`config.mk`:
```
export PLATFORM = sky130hd
export DESIGN_NAME = caau_tag_update
export DESIGN_NICKNAME = d
export VERILOG_FILES = /design/src/sv/caau_pkg.sv /design/src/sv/caau_tag_update.sv
export SDC_FILE = /design/constraint.sdc
export NUM_CORES = 1
export LEC_CHECK = 0
export BUFFER_PORTS_ARGS = -buffer_cell sky130_fd_sc_hd__buf_2
export CORE_MARGIN = 3
export CORE_UTILIZATION = 27
export DETAILED_ROUTE_END_ITERATION = 12
export GPL_TIMING_DRIVEN = 0
export PLACE_DENSITY = 0.95
export SLEW_MARGIN = 20
export SYNTH_ARGS = -nofsm -noshare
export SYNTH_HDL_FRONTEND = slang
export SYNTH_SLANG_ARGS = --single-unit
```
`constraint.sdc`:
```
create_clock -name vclk -period 2.4
set_clock_uncertainty 0.05 [all_clocks]
set_input_delay 0.48 -clock vclk [all_inputs]
set_output_delay 0.48 -clock vclk [all_outputs]
set_load 0.01 [all_outputs]
```
`src/sv/caau_pkg.sv`:
```
// caau_pkg: shared types and constants of the cache array access unit
// holds region and status codes, ccr and tag masks, transaction payloads and fsm state
// no dependencies

package caau_pkg;

    // default array sizes
    localparam int ICACHE_LINES_DEF = 256;
    localparam int OCACHE_LINES_DEF = 512;
    localparam int ICACHE_BYTES_DEF = 8192;
    localparam int OCACHE_BYTES_DEF = 16384;

    // stored tag entry: tag 28..10, dirty 1, valid 0
    localparam int TAG_W = 29;

    // region codes
    localparam logic [2:0] RGN_CCR   = 3'd0;
    localparam logic [2:0] RGN_ITAG  = 3'd1;
    localparam logic [2:0] RGN_IDATA = 3'd2;
    localparam logic [2:0] RGN_OTAG  = 3'd3;
    localparam logic [2:0] RGN_ODATA = 3'd4;

    // opcode codes
    localparam logic OP_READ  = 1'b0;
    localparam logic OP_WRITE = 1'b1;

    // status codes
    localparam logic [1:0] STS_OK       = 2'd0;
    localparam logic [1:0] STS_BAD_SIZE = 2'd1;
    localparam logic [1:0] STS_RESERVED = 2'd2;

    // control register bits
    localparam logic [31:0] CCR_WRITABLE = 32'h0000_89AF;
    localparam logic [31:0] CCR_ICI      = 32'h0000_0800;

    // tag masks
    localparam logic [TAG_W-1:0] TAG_FIELD = 29'h1FFF_FC00;
    localparam logic [TAG_W-1:0] ITAG_MASK = 29'h1FFF_FC01;
    localparam logic [TAG_W-1:0] OTAG_MASK = 29'h1FFF_FC03;

    // request transaction
    typedef struct packed {
        logic        opcode;
        logic [2:0]  region;
        logic [23:0] offset;
        logic        is_longword;
        logic [31:0] write_data;
    } caau_req_t;

    // response transaction
    typedef struct packed {
        logic [31:0] read_data;
        logic [1:0]  status;
        logic [31:0] invalidation_total;
    } caau_rsp_t;

    // tag write-back decision
    typedef struct packed {
        logic             we;
        logic [TAG_W-1:0] data;
    } caau_tag_upd_t;

    // sequencer states
    typedef enum logic [2:0] {
        ST_CLEAR,
        ST_IDLE,
        ST_EXEC,
        ST_SWEEP,
        ST_SWEEP_LAST
    } caau_state_t;

endpackage

```
`src/sv/caau_tag_update.sv`:
```
// caau_tag_update: new value of a tag entry on a plain or associative write
// depends on caau_pkg

module caau_tag_update (
    input  logic [caau_pkg::TAG_W-1:0] cur,
    input  logic [31:0]                val,
    input  logic                       assoc,
    input  logic [caau_pkg::TAG_W-1:0] mask,
    output caau_pkg::caau_tag_upd_t    upd
);

    logic [caau_pkg::TAG_W-1:0] val_masked;
    logic                       hit;

    assign val_masked = val[caau_pkg::TAG_W-1:0] & mask;

    // associative hit: entry valid and tag field equal
    assign hit = cur[0] &&
        ((cur & caau_pkg::TAG_FIELD) == (val[caau_pkg::TAG_W-1:0] & caau_pkg::TAG_FIELD));

    // plain write stores the masked value, associative write only touches dirty/valid
    always_comb
    begin
        if (!assoc)
        begin
            upd.we   = 1'b1;
            upd.data = val_masked;
        end
        else
        begin
            upd.we   = hit;
            upd.data = (cur & caau_pkg::TAG_FIELD) |
                       {{(caau_pkg::TAG_W-2){1'b0}}, val_masked[1:0]};
        end
    end

endmodule

```
==> After elaboration in Yosys (flattened, before gate mapping) <==
Index checks and enable logic that the tools add are counted.
{ "word_totals": {"ff_bits": 0, "output_inout_bits": 30, "wordCells": 5} }
{ "classes": {"eq_ne": 1, "mux": 1, "bitwise_logic": 2, "n_reduce_logical": 1} }
{ "ops": {"columns": ["op", "count"], "rows": [
  ["30-bit 2-to-1 mux", 1],
  ["29-bit bitwise AND", 1],
  ["29-bit by 2-bit bitwise OR with 29-bit output", 1],
  ["19-bit == test", 1],
  ["1-bit logical AND", 1]
]} }

==> Logic depth before layout (Yosys ltp) <==
{ "depth": {"ltp_word": 3, "mapped_depth": 4, "ltp_nobuf": 4} }

==> Worst setup path before layout <==
No wires, ideal clock.
{ "synth_path": {"path_kind": "in2out", "start": "input port val[23]", "end": "output port upd[29] (netlist bit)", "t_arrival_ns": 1.309, "required_ns": 1.870, "path_slack_ns": 0.561, "stages": 4, "n_path_buf": 0, "cell_sequence": "xor2_1 -> nor4_2 -> nand3_1 -> o31ai_2"} }
{ "synth_rtl": {"columns": ["item", "line", "rtl"], "rows": [
  ["start: declaration", "caau_tag_update.sv:6", "input logic [31:0] val,"],
  ["end: declaration", "caau_tag_update.sv:9", "output caau_pkg::caau_tag_upd_t upd"]
]} }

==> impl_metrics.yaml <==
drt:
  viasPerCell: 4.57
  antenna_left: 0
  drt-initial-drc-count: 15
  wirelength_um: 2600
  drcViolationCount: 0
  vias: 1092
  routedWlPerCell_um: 10.9
  firstDrtPassIters: 4
finish:
  drive_above_1_share_pct: 53.7
  n_antenna_cell: 0
  ff_latch_area_um2: 0
  clkbuf_count: 0
  area_delta_synth_final_pct: 101
  final_area_um2: 1140
  seq_cell_count: 0
  layout.nets: 307
grt:
  grt_pass1_vias: 1012
  grt_max_degree: 11
  grt_usage_pct: 18.6
  grt_pass1_wl_um: 3950
  gr-total-overflow: 0
  grt_antenna_before_repair: 0
place:
  gp_congestion: 0.685
  placed_cell_area_um2: 1140
  hpwl_um: 2370
  port_buffers: 108
min_path:
  min-delay-start: "mask[0]"
  min_path_type: "in -> out"
  holdPathStages: 3
  holdPathEnd: "upd[0]"
power_and_ir_drop:
  pwr_density_cell_nw_per_um2: 179
  ir_worst_vdd_uv: 99.3
  p_leak_nw: 0.681
yosys:
  synthCells: 106
  ys_types: 12
  synth_area_um2: 567
  syn_avg_cell_area_um2: 5.35
  ys_seq_area_share_pct: 0
  yosysWarnings: 0
  synth_nets: 197
sta:
  max_freq_mhz: 476
  finalMaxSlewViolations: 0
  fin_crit_ns: 2.10
  rsz0062_at_grt: "no"
  period_share_pct: 87.5
  slew_headroom_pct: 69.6
  setup_viol: 0
  hold_viol: 0
  tightest_slew_ns: 0.457
  tns_ns: 0
  whs_ns: 1.20
setup_path:
  startpoint_type: "input pin"
  crit_type: "in -> out"
  path_max_fanout: 2
  arrival_ns: 1.57
  worstPathRequired_ns: 1.87
  timing.critical_path.to_type: "primary output"
clock_tree:
  cts_hold_buffers: 0
  post_cts_resized: 0
  cts_setup_buffers: 0
floorplanning:
  die_x_um: 51.8
  fp.coreArea_um2: 1860
  io_pins: 121
  die_y_um: 51.8
  dieArea_um2: 2680
  initial_core_util_pct: 30.5
  rows: 15
outcome:
  status: "finished clean"
run:
  cap_viol_max_count: 0
[final cells by class]
cell class / instances / area, µm²
Tap cell: 25 / 31.3
Fill cell: 181 / 719
Timing Repair Buffer: 108 / 541
Buffer: 5 / 22.5
Multi-Input combinational cell: 101 / 544
[worst max path at each step]
| stage | to | cells past startpoint | startpoint | slack (ns) |
|---|---|---|---|---|
| floorplan | upd[29] | 4 | val[23] | 0.56 |
| global placement | upd[29] | 6 | val[19] | 0.29 |
| detailed placement | upd[29] | 6 | val[19] | 0.28 |
| CTS | upd[29] | 6 | val[19] | 0.28 |
| global route | upd[29] | 6 | val[19] | 0.23 |
| finish | upd[29] | 6 | val[19] | 0.30 |
[cells by family (layout without fill, tap and decap cells)]
| family | after synthesis | count (layout) | synth area share, % |
|---|---|---|---|
| AO/OA/AOI/OAI | 20 | 20 | 19.0 |
| XOR/XNOR | 19 | 19 | 29.4 |
| buffers and inverters | 5 | 113 | 3.97 |
| AND/OR/NAND/NOR | 62 | 62 | 47.7 |
[stage by stage]
stage	util [%]	cells	power (mW)	setup WS, ns
4_1_cts	61.3	239	0.206	0.278
3_3_place_gp	61.3	239	0.202	0.285
2_1_floorplan	-	106	0.0903	0.561
3_5_place_dp	61.3	239	0.205	0.279
6_report	61.3	239	0.204	0.299
5_1_grt	61.3	239	0.228	0.232
[cells in the mapped netlist]
cell type	number	share of area, %
nand2_1	46	30
o21ai_1	19	17
xor2_1	12	19
nor2_1	8	5.3
xnor2_1	7	11
buf_2	3	2.6
nor4_2	3	6.6
and2_1	2	2.2
clkbuf_1	2	1.3
nand4_1	2	2.2
nand3_1	1	0.88
o31ai_2	1	2.2
[power breakdown]
part | leakage, nW | switching, mW | total [mW] | internal [mW]
registers | 0 | 0 | 0 | 0
clock network | 0 | 0 | 0 | 0
logic | 0.681 | 0.101 | 0.204 | 0.103
[worst max-delay path: stages]
cell	delay [ns]
buf_2	0.11
xor2_1	0.16
nor4_2	0.28
nand3_1	0.13
o31ai_2	0.25
buf_2	0.17
[cell usage in the layout (no fill, tap or decap), drive strengths merged]
cell type / count
and2: 2
buf: 111
clkbuf: 2
nand2: 46
nand3: 1
nand4: 2
nor2: 8
nor4: 3
o21ai: 19
o31ai: 1
xnor2: 7
xor2: 12
[routing by layer]
metal  part of all wire, %  global-route usage, %
met1                    37                   19.9
met2                    50                   38.6
met3                    13                   3.44
met4                     0                  0.437
met5                     0                      0
Note: power is estimated with default switching activity, not from simulation.
